--- config.mk ---
export PLATFORM = sky130hd
export DESIGN_NAME = flash_ring_log_writer
export DESIGN_NICKNAME = d
export VERILOG_FILES = /design/src/sv/flrw_pkg.sv /design/src/sv/flrw_datapath.sv /design/src/sv/flrw_ctrl.sv /design/src/sv/flash_ring_log_writer.sv
export SDC_FILE = /design/constraint.sdc
export NUM_CORES = 1
export LEC_CHECK = 0
export BUFFER_PORTS_ARGS = -buffer_cell sky130_fd_sc_hd__buf_2
export CAP_MARGIN = 20
export CORE_ASPECT_RATIO = 1.5
export CORE_UTILIZATION = 42
export DETAILED_ROUTE_END_ITERATION = 8
export MAX_ROUTING_LAYER = met4
export SYNTH_ARGS = -nofsm -noshare
export SYNTH_HDL_FRONTEND = slang
export SYNTH_SLANG_ARGS = --single-unit
--- constraint.sdc ---
create_clock -name clk -period 7.95 [get_ports clk]
set_clock_uncertainty 0.1 [all_clocks]
set_input_delay 1.59 -clock clk [delete_from_list [all_inputs] [get_ports clk]]
set_output_delay 1.59 -clock clk [all_outputs]
set_load 0.03 [all_outputs]
--- src/sv/flrw_pkg.sv ---
// Shared types and constants for the flash ring log writer.
// No dependencies; imported by the controller, datapath and top level.
`timescale 1ns / 1ps

package flrw_pkg;

	localparam int BASE_W       = 24;
	localparam int SECTORS_W    = 13;
	localparam int LEN_W        = 9;
	localparam int OFF_W        = 8;
	localparam int USED_W       = 25;
	localparam int CNT_W        = 2;
	localparam int RESULT_LIMIT = 3;
	localparam int APB_DW       = 32;
	localparam int APB_AW       = 3;

	localparam logic [SECTORS_W-1:0] SECTORS_RESET = 13'd256;

	// register index as decoded from paddr
	localparam logic REG_BASE    = 1'b0;
	localparam logic REG_SECTORS = 1'b1;

	typedef enum logic [1:0] {
		MODE_WRITE   = 2'd0,
		MODE_CLEAR   = 2'd1,
		MODE_RESTORE = 2'd2
	} mode_t;

	typedef enum logic [1:0] {
		CMD_NONE    = 2'd0,
		CMD_ERASE   = 2'd1,
		CMD_PROGRAM = 2'd2
	} flash_cmd_t;

	typedef struct packed {
		logic load;
		logic clear;
		logic restore_head;
		logic restore_tail;
		logic erase;
		logic size;
		logic advance;
		logic set_none;
		logic emit;
		logic last;
	} dp_cmd_t;

	typedef struct packed {
		logic [1:0] mode;
		logic       len_zero;
		logic       aligned;
		logic       more;
		logic       n_full;
		logic       out_free;
	} dp_status_t;

endpackage

--- src/sv/flrw_datapath.sv ---
// Datapath: configuration registers, log pointers, request and result registers.
// Depends on flrw_pkg; driven by flrw_ctrl through dp_cmd_t.
`timescale 1ns / 1ps

module flrw_datapath #(
	parameter int SECTOR_BYTES    = 4096,
	parameter int PAGE_BYTES      = 256,
	parameter int MAX_WRITE_BYTES = 256,
	parameter int ADDRESS_BITS    = 24
) (
	input  logic                              clk,
	input  logic                              arst_n,
	input  flrw_pkg::dp_cmd_t                 cmd,
	output flrw_pkg::dp_status_t              status,
	input  logic                              cfg_we,
	input  logic                              cfg_sel,
	input  logic [flrw_pkg::APB_DW-1:0]       cfg_wdata,
	output logic [flrw_pkg::APB_DW-1:0]       cfg_rdata,
	input  logic [1:0]                        mode,
	input  logic [flrw_pkg::LEN_W-1:0]        length,
	input  logic [flrw_pkg::BASE_W-1:0]       restore_head,
	input  logic                              restore_wrapped,
	input  logic                              out_ready,
	output logic                              out_valid,
	output logic [1:0]                        command,
	output logic [flrw_pkg::BASE_W-1:0]       flash_address,
	output logic [flrw_pkg::OFF_W-1:0]        buffer_offset,
	output logic [flrw_pkg::LEN_W-1:0]        chunk_length,
	output logic [flrw_pkg::USED_W-1:0]       used_bytes,
	output logic                              last
);
	import flrw_pkg::*;

	localparam int SEC_SHIFT  = $clog2(SECTOR_BYTES);
	localparam int PAGE_SHIFT = $clog2(PAGE_BYTES);
	localparam int SPAN_W     = SECTORS_W + SEC_SHIFT;
	localparam int EW         = ((BASE_W > SPAN_W) ? BASE_W : SPAN_W) + 1;
	localparam int MASK_BITS  = (ADDRESS_BITS < BASE_W) ? ADDRESS_BITS : BASE_W;
	localparam logic [BASE_W-1:0] ADDR_MASK   = {BASE_W{1'b1}} >> (BASE_W - MASK_BITS);
	localparam logic [EW-1:0]     SECTOR_SIZE = EW'(SECTOR_BYTES);
	localparam logic [EW-1:0]     PAGE_SIZE   = EW'(PAGE_BYTES);
	localparam logic [LEN_W-1:0]  MAX_LEN     = LEN_W'(MAX_WRITE_BYTES);
	localparam logic [EW-1:0]     END_RESET   = EW'(SECTORS_RESET) << SEC_SHIFT;

	logic [BASE_W-1:0]    base_q;
	logic [SECTORS_W-1:0] sectors_q;
	logic [EW-1:0]        end_q;
	logic [EW-1:0]        head_q;
	logic [EW-1:0]        tail_q;
	logic                 wrapped_q;

	logic [1:0]           mode_q;
	logic [LEN_W-1:0]     len_q;
	logic [LEN_W-1:0]     off_q;
	logic [CNT_W-1:0]     n_q;
	logic [BASE_W-1:0]    rhead_q;
	logic                 rwrap_q;
	logic [LEN_W-1:0]     chunk_q;

	flash_cmd_t           res_cmd_q;
	logic [BASE_W-1:0]    res_addr_q;
	logic [OFF_W-1:0]     res_boff_q;
	logic [LEN_W-1:0]     res_clen_q;

	logic                 out_valid_q;
	logic [1:0]           out_cmd_q;
	logic [BASE_W-1:0]    out_addr_q;
	logic [OFF_W-1:0]     out_boff_q;
	logic [LEN_W-1:0]     out_clen_q;
	logic [USED_W-1:0]    out_used_q;
	logic                 out_last_q;

	logic [SECTORS_W-1:0] sectors_eff;
	logic [EW-1:0]        end_next;
	logic [EW-1:0]        base_ext;
	logic [BASE_W-1:0]    new_base;
	logic [EW-1:0]        rh;
	logic                 r_at_end;
	logic                 r_outside;
	logic [SEC_SHIFT-1:0] low_diff;
	logic [EW-1:0]        tail_cand;
	logic [EW-1:0]        tail_next;
	logic [LEN_W-1:0]     rem;
	logic [EW-1:0]        to_page;
	logic [EW-1:0]        to_sector;
	logic [EW-1:0]        to_end;
	logic [EW-1:0]        c1;
	logic [EW-1:0]        c2;
	logic [EW-1:0]        c3;
	logic [EW-1:0]        adv;
	logic [EW-1:0]        used_full;

	// region geometry
	assign sectors_eff = (sectors_q == '0) ? SECTORS_W'(1) : sectors_q;
	assign end_next    = EW'(base_q) + (EW'(sectors_eff) << SEC_SHIFT);
	assign base_ext    = EW'(base_q);
	assign new_base    = (cfg_sel == REG_BASE) ? (cfg_wdata[BASE_W-1:0] & ADDR_MASK) : base_q;

	// restore checks
	assign rh        = EW'(rhead_q);
	assign r_at_end  = (rh == end_q);
	assign r_outside = (rh < base_ext) || (rh > end_q);

	// tail moves to the next sector start; restore aligns relative to the base
	assign low_diff  = head_q[SEC_SHIFT-1:0] - base_q[SEC_SHIFT-1:0];
	assign tail_cand = cmd.erase ? (head_q + SECTOR_SIZE)
	                             : (head_q - EW'(low_diff) + SECTOR_SIZE);
	assign tail_next = (tail_cand >= end_q) ? base_ext : tail_cand;

	// chunk sizing: remaining, page end, sector end, region end
	assign rem       = len_q - off_q;
	assign to_page   = PAGE_SIZE - EW'(head_q[PAGE_SHIFT-1:0]);
	assign to_sector = SECTOR_SIZE - EW'(head_q[SEC_SHIFT-1:0]);
	assign to_end    = end_q - head_q;
	assign c1        = (EW'(rem) > to_page) ? to_page : EW'(rem);
	assign c2        = (c1 > to_sector) ? to_sector : c1;
	assign c3        = (c2 > to_end) ? to_end : c2;

	assign adv = head_q + EW'(chunk_q);

	always_comb begin
		if (!wrapped_q) begin
			used_full = head_q - base_ext;
		end else if (head_q >= tail_q) begin
			used_full = head_q - tail_q;
		end else begin
			used_full = (end_q - tail_q) + (head_q - base_ext);
		end
	end

	assign status.mode     = mode_q;
	assign status.len_zero = (len_q == '0);
	assign status.aligned  = (head_q[SEC_SHIFT-1:0] == '0);
	assign status.more     = (off_q < len_q);
	assign status.n_full   = (n_q == CNT_W'(RESULT_LIMIT));
	assign status.out_free = !out_valid_q || out_ready;

	assign cfg_rdata = (cfg_sel == REG_BASE) ? APB_DW'(base_q) : APB_DW'(sectors_q);

	// configuration and log pointers
	always_ff @(posedge clk or negedge arst_n) begin
		if (!arst_n) begin
			base_q    <= '0;
			sectors_q <= SECTORS_RESET;
			end_q     <= END_RESET;
			head_q    <= '0;
			tail_q    <= '0;
			wrapped_q <= 1'b0;
		end else begin
			end_q <= end_next;
			if (cfg_we) begin
				if (cfg_sel == REG_BASE) begin
					base_q <= new_base;
				end else begin
					sectors_q <= cfg_wdata[SECTORS_W-1:0];
				end
				head_q    <= EW'(new_base);
				tail_q    <= EW'(new_base);
				wrapped_q <= 1'b0;
			end else if (cmd.clear) begin
				head_q    <= base_ext;
				tail_q    <= base_ext;
				wrapped_q <= 1'b0;
			end else if (cmd.restore_head) begin
				if (r_at_end) begin
					head_q    <= base_ext;
					wrapped_q <= 1'b1;
				end else begin
					head_q    <= r_outside ? base_ext : rh;
					wrapped_q <= rwrap_q;
				end
			end else if (cmd.restore_tail) begin
				tail_q <= wrapped_q ? tail_next : base_ext;
			end else if (cmd.erase) begin
				if (wrapped_q) begin
					tail_q <= tail_next;
				end
			end else if (cmd.advance) begin
				if (adv >= end_q) begin
					head_q    <= base_ext;
					wrapped_q <= 1'b1;
				end else begin
					head_q <= adv;
				end
			end
		end
	end

	// request progress and output valid
	always_ff @(posedge clk or negedge arst_n) begin
		if (!arst_n) begin
			off_q       <= '0;
			n_q         <= '0;
			out_valid_q <= 1'b0;
		end else begin
			if (cmd.load) begin
				off_q <= '0;
				n_q   <= '0;
			end else if (cmd.erase) begin
				n_q <= n_q + CNT_W'(1);
			end else if (cmd.advance) begin
				off_q <= off_q + chunk_q;
				n_q   <= n_q + CNT_W'(1);
			end
			if (cmd.emit) begin
				out_valid_q <= 1'b1;
			end else if (out_ready) begin
				out_valid_q <= 1'b0;
			end
		end
	end

	// payload registers
	always_ff @(posedge clk) begin
		if (cmd.load) begin
			mode_q  <= mode;
			len_q   <= (length > MAX_LEN) ? MAX_LEN : length;
			rhead_q <= restore_head & ADDR_MASK;
			rwrap_q <= restore_wrapped;
		end
		if (cmd.size) begin
			chunk_q <= c3[LEN_W-1:0];
		end
		if (cmd.set_none) begin
			res_cmd_q  <= CMD_NONE;
			res_addr_q <= '0;
			res_boff_q <= '0;
			res_clen_q <= '0;
		end else if (cmd.erase) begin
			res_cmd_q  <= CMD_ERASE;
			res_addr_q <= head_q[BASE_W-1:0] & ADDR_MASK;
			res_boff_q <= '0;
			res_clen_q <= '0;
		end else if (cmd.advance) begin
			res_cmd_q  <= CMD_PROGRAM;
			res_addr_q <= head_q[BASE_W-1:0] & ADDR_MASK;
			res_boff_q <= off_q[OFF_W-1:0];
			res_clen_q <= chunk_q;
		end
		if (cmd.emit) begin
			out_cmd_q  <= res_cmd_q;
			out_addr_q <= res_addr_q;
			out_boff_q <= res_boff_q;
			out_clen_q <= res_clen_q;
			out_used_q <= used_full[USED_W-1:0];
			out_last_q <= cmd.last;
		end
	end

	assign out_valid     = out_valid_q;
	assign command       = out_cmd_q;
	assign flash_address = out_addr_q;
	assign buffer_offset = out_boff_q;
	assign chunk_length  = out_clen_q;
	assign used_bytes    = out_used_q;
	assign last          = out_last_q;

endmodule

--- src/sv/flrw_ctrl.sv ---
// Controller: sequences erase and program steps for each request.
// Depends on flrw_pkg; drives flrw_datapath through dp_cmd_t.
`timescale 1ns / 1ps

module flrw_ctrl (
	input  logic                 clk,
	input  logic                 arst_n,
	input  logic                 in_valid,
	output logic                 in_ready,
	input  flrw_pkg::dp_status_t status,
	output flrw_pkg::dp_cmd_t    cmd
);
	import flrw_pkg::*;

	typedef enum logic [2:0] {
		S_IDLE,
		S_EXEC,
		S_RTAIL,
		S_SIZE,
		S_ADV,
		S_EMIT
	} state_t;

	typedef enum logic [1:0] {
		P_NONE,
		P_ERASE,
		P_PROG
	} pend_t;

	state_t state_q;
	state_t state_d;
	pend_t  pend_q;
	pend_t  pend_d;
	logic   is_last;

	always_comb begin
		unique case (pend_q)
			P_NONE:  is_last = 1'b1;
			P_ERASE: is_last = status.n_full;
			P_PROG:  is_last = !status.more || status.n_full;
			default: is_last = 1'b1;
		endcase
	end

	always_comb begin
		cmd      = '0;
		state_d  = state_q;
		pend_d   = pend_q;
		in_ready = (state_q == S_IDLE);
		unique case (state_q)
			S_IDLE: begin
				if (in_valid) begin
					cmd.load = 1'b1;
					state_d  = S_EXEC;
				end
			end
			S_EXEC: begin
				unique case (mode_t'(status.mode))
					MODE_CLEAR: begin
						cmd.clear    = 1'b1;
						cmd.set_none = 1'b1;
						pend_d       = P_NONE;
						state_d      = S_EMIT;
					end
					MODE_RESTORE: begin
						cmd.restore_head = 1'b1;
						state_d          = S_RTAIL;
					end
					MODE_WRITE: begin
						if (status.len_zero) begin
							cmd.set_none = 1'b1;
							pend_d       = P_NONE;
							state_d      = S_EMIT;
						end else if (status.aligned) begin
							cmd.erase = 1'b1;
							pend_d    = P_ERASE;
							state_d   = S_EMIT;
						end else begin
							state_d = S_SIZE;
						end
					end
					default: begin
						cmd.set_none = 1'b1;
						pend_d       = P_NONE;
						state_d      = S_EMIT;
					end
				endcase
			end
			S_RTAIL: begin
				cmd.restore_tail = 1'b1;
				cmd.set_none     = 1'b1;
				pend_d           = P_NONE;
				state_d          = S_EMIT;
			end
			S_SIZE: begin
				cmd.size = 1'b1;
				state_d  = S_ADV;
			end
			S_ADV: begin
				cmd.advance = 1'b1;
				pend_d      = P_PROG;
				state_d     = S_EMIT;
			end
			S_EMIT: begin
				if (status.out_free) begin
					cmd.emit = 1'b1;
					cmd.last = is_last;
					// after an erase the chunk follows without a new boundary check
					if (is_last) begin
						state_d = S_IDLE;
					end else if (pend_q == P_ERASE) begin
						state_d = S_SIZE;
					end else begin
						state_d = S_EXEC;
					end
				end
			end
			default: state_d = S_IDLE;
		endcase
	end

	always_ff @(posedge clk or negedge arst_n) begin
		if (!arst_n) begin
			state_q <= S_IDLE;
			pend_q  <= P_NONE;
		end else begin
			state_q <= state_d;
			pend_q  <= pend_d;
		end
	end

endmodule

--- src/sv/flash_ring_log_writer.sv ---
// Top level of the flash ring log writer: APB register port, request and result channels.
// Depends on flrw_pkg, flrw_ctrl and flrw_datapath.
//
//   channel   direction  handshake             payload
//   request   in         in_valid / in_ready   mode, length, restore_head, restore_wrapped
//   result    out        out_valid / out_ready command, flash_address, buffer_offset,
//                                              chunk_length, used_bytes, last
//   config    in         psel/penable/pwrite   paddr, pwdata, prdata (pready tied high)
//
// One request at a time. Clear, unknown mode and empty write: accept, execute step, emit
// step. Restore adds a tail step. A write takes an execute step with the erase and an emit per
// erase, and boundary check, chunk sizing, pointer advance and emit per program chunk; a chunk
// that follows an erase skips the boundary check. The sequencer steps through one shared sizing
// and pointer datapath.
// Reset puts both pointers at base 0 with 256 sectors and the wrapped flag clear.
// The emit step stalls while the result register is full and out_ready is low; a new request
// is taken while the last result of the previous one is still waiting.
`timescale 1ns / 1ps

module flash_ring_log_writer #(
	parameter int SECTOR_BYTES    = 4096,
	parameter int PAGE_BYTES      = 256,
	parameter int MAX_WRITE_BYTES = 256,
	parameter int ADDRESS_BITS    = 24
) (
	input  logic                          clk,
	input  logic                          arst_n,
	input  logic                          psel,
	input  logic                          penable,
	input  logic                          pwrite,
	input  logic [flrw_pkg::APB_AW-1:0]   paddr,
	input  logic [flrw_pkg::APB_DW-1:0]   pwdata,
	output logic [flrw_pkg::APB_DW-1:0]   prdata,
	output logic                          pready,
	input  logic                          in_valid,
	output logic                          in_ready,
	input  logic [1:0]                    mode,
	input  logic [flrw_pkg::LEN_W-1:0]    length,
	input  logic [flrw_pkg::BASE_W-1:0]   restore_head,
	input  logic                          restore_wrapped,
	output logic                          out_valid,
	input  logic                          out_ready,
	output logic [1:0]                    command,
	output logic [flrw_pkg::BASE_W-1:0]   flash_address,
	output logic [flrw_pkg::OFF_W-1:0]    buffer_offset,
	output logic [flrw_pkg::LEN_W-1:0]    chunk_length,
	output logic [flrw_pkg::USED_W-1:0]   used_bytes,
	output logic                          last
);
	import flrw_pkg::*;

	dp_cmd_t    dp_cmd;
	dp_status_t dp_status;
	logic       cfg_we;
	logic       cfg_sel;

	// register transfer completes in the access phase; pready is always high
	assign pready  = 1'b1;
	assign cfg_we  = psel && penable && pwrite;
	assign cfg_sel = paddr[2];

	flrw_ctrl u_ctrl (
		.clk      (clk),
		.arst_n   (arst_n),
		.in_valid (in_valid),
		.in_ready (in_ready),
		.status   (dp_status),
		.cmd      (dp_cmd)
	);

	flrw_datapath #(
		.SECTOR_BYTES    (SECTOR_BYTES),
		.PAGE_BYTES      (PAGE_BYTES),
		.MAX_WRITE_BYTES (MAX_WRITE_BYTES),
		.ADDRESS_BITS    (ADDRESS_BITS)
	) u_datapath (
		.clk             (clk),
		.arst_n          (arst_n),
		.cmd             (dp_cmd),
		.status          (dp_status),
		.cfg_we          (cfg_we),
		.cfg_sel         (cfg_sel),
		.cfg_wdata       (pwdata),
		.cfg_rdata       (prdata),
		.mode            (mode),
		.length          (length),
		.restore_head    (restore_head),
		.restore_wrapped (restore_wrapped),
		.out_ready       (out_ready),
		.out_valid       (out_valid),
		.command         (command),
		.flash_address   (flash_address),
		.buffer_offset   (buffer_offset),
		.chunk_length    (chunk_length),
		.used_bytes      (used_bytes),
		.last            (last)
	);

endmodule

==> metrics.cfg <==
[place]
placed_area_um2=26500
numPortBuffers=162
hpwl_um=76300
gp_congestion=1.01
dp_slack_ps=-389

[sta]
setup_viol=0
setup_slack_ps=328
whs_ps=332
worst_pin_slew_ps=1170
layout_min_cycle_time_ps=7620
max_freq_mhz=131
finalCritPeriodShare_pct=95.9
max-slew-margin-rel_pct=21.3
setup_tns_ps=0
finalHoldViolCount=0
slew_violations=0

[logic_synthesis]
ys.flop_type=dfrtp_1
synth_top_area_share_pct=16.4
yosysMostFrequentCell=ha_1
synth_cell_type_count=88
synth_area_leaders=ha_1, edfxtp_1, dfrtp_1
syn_area_per_cell_um2=8.85
syn_area_um2=24300
ys_top_cells_by_count=ha_1, nand2_1, a21oi_1, nor2_1, inv_1
synthCells=2751
ys_ff_latch=290
synth_enable_flop_cells=114
ys_seq_area_share_pct=31.3
async_flop_share_pct=45.9
yosys.area.top_type=ha_1
yosysWarnings=0

[worst_setup_path]
worst-path-stages=31
critical_path.startpoint_type=flop
reg2reg_slack_ps=330
path_buf_inv=3
crit_family=compound AO/OA/AOI/OAI gates
worstPathArrival_ps=7970
rr_worst_depth=31
crit_start=u_datapath.head_q[1]
worst_ep_required_time_ps=8300
path_max_fanout=7
crit_end=u_datapath.tail_q[11]
r2r_end=u_datapath.tail_q[11]
r2r-start=u_datapath.head_q[1]
worstSetupPathType=reg2reg
max_stage_delay_ps=500
cp-end-kind=flop
crit_path_top_delay_cell=fa_1

[cts]
htreeDepth=2
cts_tree=built
cts_buffer_depth=3
cts_root_buf=clkbuf_16
numCtsBuffers=35
clk_latency_ps=590
path_clk_slew_ps=60
cts_sinks=290
cts_hold_buf=0

[layout]
diodes=0
drive_gt1_share_pct=14.0
finalNetCount=3394
area_growth_pct=15.8
finalInstanceArea_um2=28200

[route]
drt_first_iter_violations=1354
routedWlPerCell_um=25.2
drt_wl_total_um=94700
via_per_inst=5.89
met3_length_um=3740
top_layer=met4
wl_met1_um=32000
vias=22106
drt.antenna.violating_nets=0
drc=0
wl_met2_um=47700
firstDrtPassIters=5

[floorplanning]
dieArea_um2=58900
rows=107
core_um2=57000
io_pins=182
dieWidth_um=199
initial_core_util_pct=42.7
die_y_um=297

[global_routing]
grtUsageTotal_pct=33.1
grt_pass1_wl_um=138000
gr-total-overflow=0
antenna_found_initial=0
grt_max_degree=72
grt_pass1_vias=22047

[outcome]
status=finished clean

[min_path]
hold_path.class=reg2reg

[flow_run]
cap_viol_max_count=0

[registers in the layout (all words and copies together) (netlist names), 3 cells and up]
name	count
u_ctrl.state_q	3
u_datapath.base_q	24
u_datapath.buffer_offset	8
u_datapath.chunk_length	9
u_datapath.chunk_q	9
u_datapath.end_q	26
u_datapath.flash_address	24
u_datapath.head_q	26
u_datapath.len_q	9
u_datapath.off_q	9
u_datapath.res_addr_q	24
u_datapath.res_boff_q	8
u_datapath.res_clen_q	9
u_datapath.rhead_q	24
u_datapath.sectors_q	13
u_datapath.tail_q	26
u_datapath.used_bytes	25
[metrics by stage]
step                      instances  utilization [%]
after floorplan                2762                -
after global placement         3683             46.5
after detailed placement       3683             46.5
after CTS                      3748             48.8
after global routing           3754             49.4
final                          3754             49.4
[timing repair]
action | in CTS | in global routing
cloned | 0 | 0
setup endpoints to repair | 9 | 30
buffers inserted | 1 | 3
gates resized for setup | 11 | 55
pin swaps | 6 | 18
[final cells by class]
cell class	instances	area [um^2]
Inverter	196	736
Clock buffer	44	941
Timing Repair Buffer	273	1710
Tap cell	763	955
Multi-Input combinational cell	2168	15900
Sequential cell	290	7610
Clock inverter	20	302
Fill cell	5630	28900
[cells by family (layout without fill, tap and decap cells)]
| logic type | after synthesis | after routing | synth area share [%] |
|---|---|---|---|
| other cells | 2 | 13 | 0.0309 |
| xor+xnor | 158 | 158 | 5.68 |
| flops | 290 | 290 | 31.3 |
| buf+inv | 304 | 533 | 4.89 |
| simple gates | 780 | 780 | 14.9 |
| compound gates | 783 | 783 | 20.6 |
| mux | 82 | 82 | 3.53 |
| fa+ha+maj | 352 | 352 | 19.1 |
[placed cells by master, fill, tap and decap left out, types with 12 or more instances in the layout]
master,netlist,final
xor2_1,45,44
edfxtp_1,114,114
nand3_1,46,43
and3_1,21,20
ha_1,320,316
nand2_1,279,278
dfxtp_1,43,43
nand4_1,40,40
o21a_1,33,33
nor3_1,44,43
o21bai_1,12,12
o21ai_1,73,78
nor4_1,16,13
fa_1,32,31
a21oi_1,222,217
inv_1,193,191
o21ai_0,111,106
conb_1,2,13
o211ai_1,22,22
mux2i_1,52,45
o31ai_1,17,17
buf_4,10,102
nand2b_1,32,32
clkbuf_16,0,36
xnor2_1,113,109
nor2_1,201,197
a21o_1,81,81
o22ai_1,23,22
a211oi_1,31,29
mux2_2,27,24
or3_1,16,16
buf_2,3,161
nor2b_1,38,37
dfrtp_1,131,131
a31oi_1,26,24
o221ai_1,26,24
[per-layer routing]
| metal | vias to the layer above | global-route usage (%) |
|---|---|---|
| met5 | - | - |
| li1 | 10405 | - |
| met3 | 406 | 3.28 |
| met4 | 0 | 31.9 |
| met2 | 826 | 56.9 |
| met1 | 10469 | 32.0 |
[how the worst min path moves through the flow]
stage,start,endpoint,slack [ps],depth (start not counted)
6_report,u_datapath.res_clen_q[1],u_datapath.chunk_length[1],330,0
5_1_grt,u_datapath.res_clen_q[1],u_datapath.chunk_length[1],340,0
4_1_cts,u_datapath.res_clen_q[1],u_datapath.chunk_length[1],330,0
3_5_place_dp,u_datapath.res_addr_q[22],u_datapath.flash_address[22],320,0
3_3_place_gp,u_datapath.res_clen_q[7],u_datapath.chunk_length[7],310,0
2_1_floorplan,u_datapath.base_q[1],u_datapath.end_q[1],290,0
Power is not shown: default switching activity piles up to over one toggle a cycle in this logic, so the estimate is an artifact.
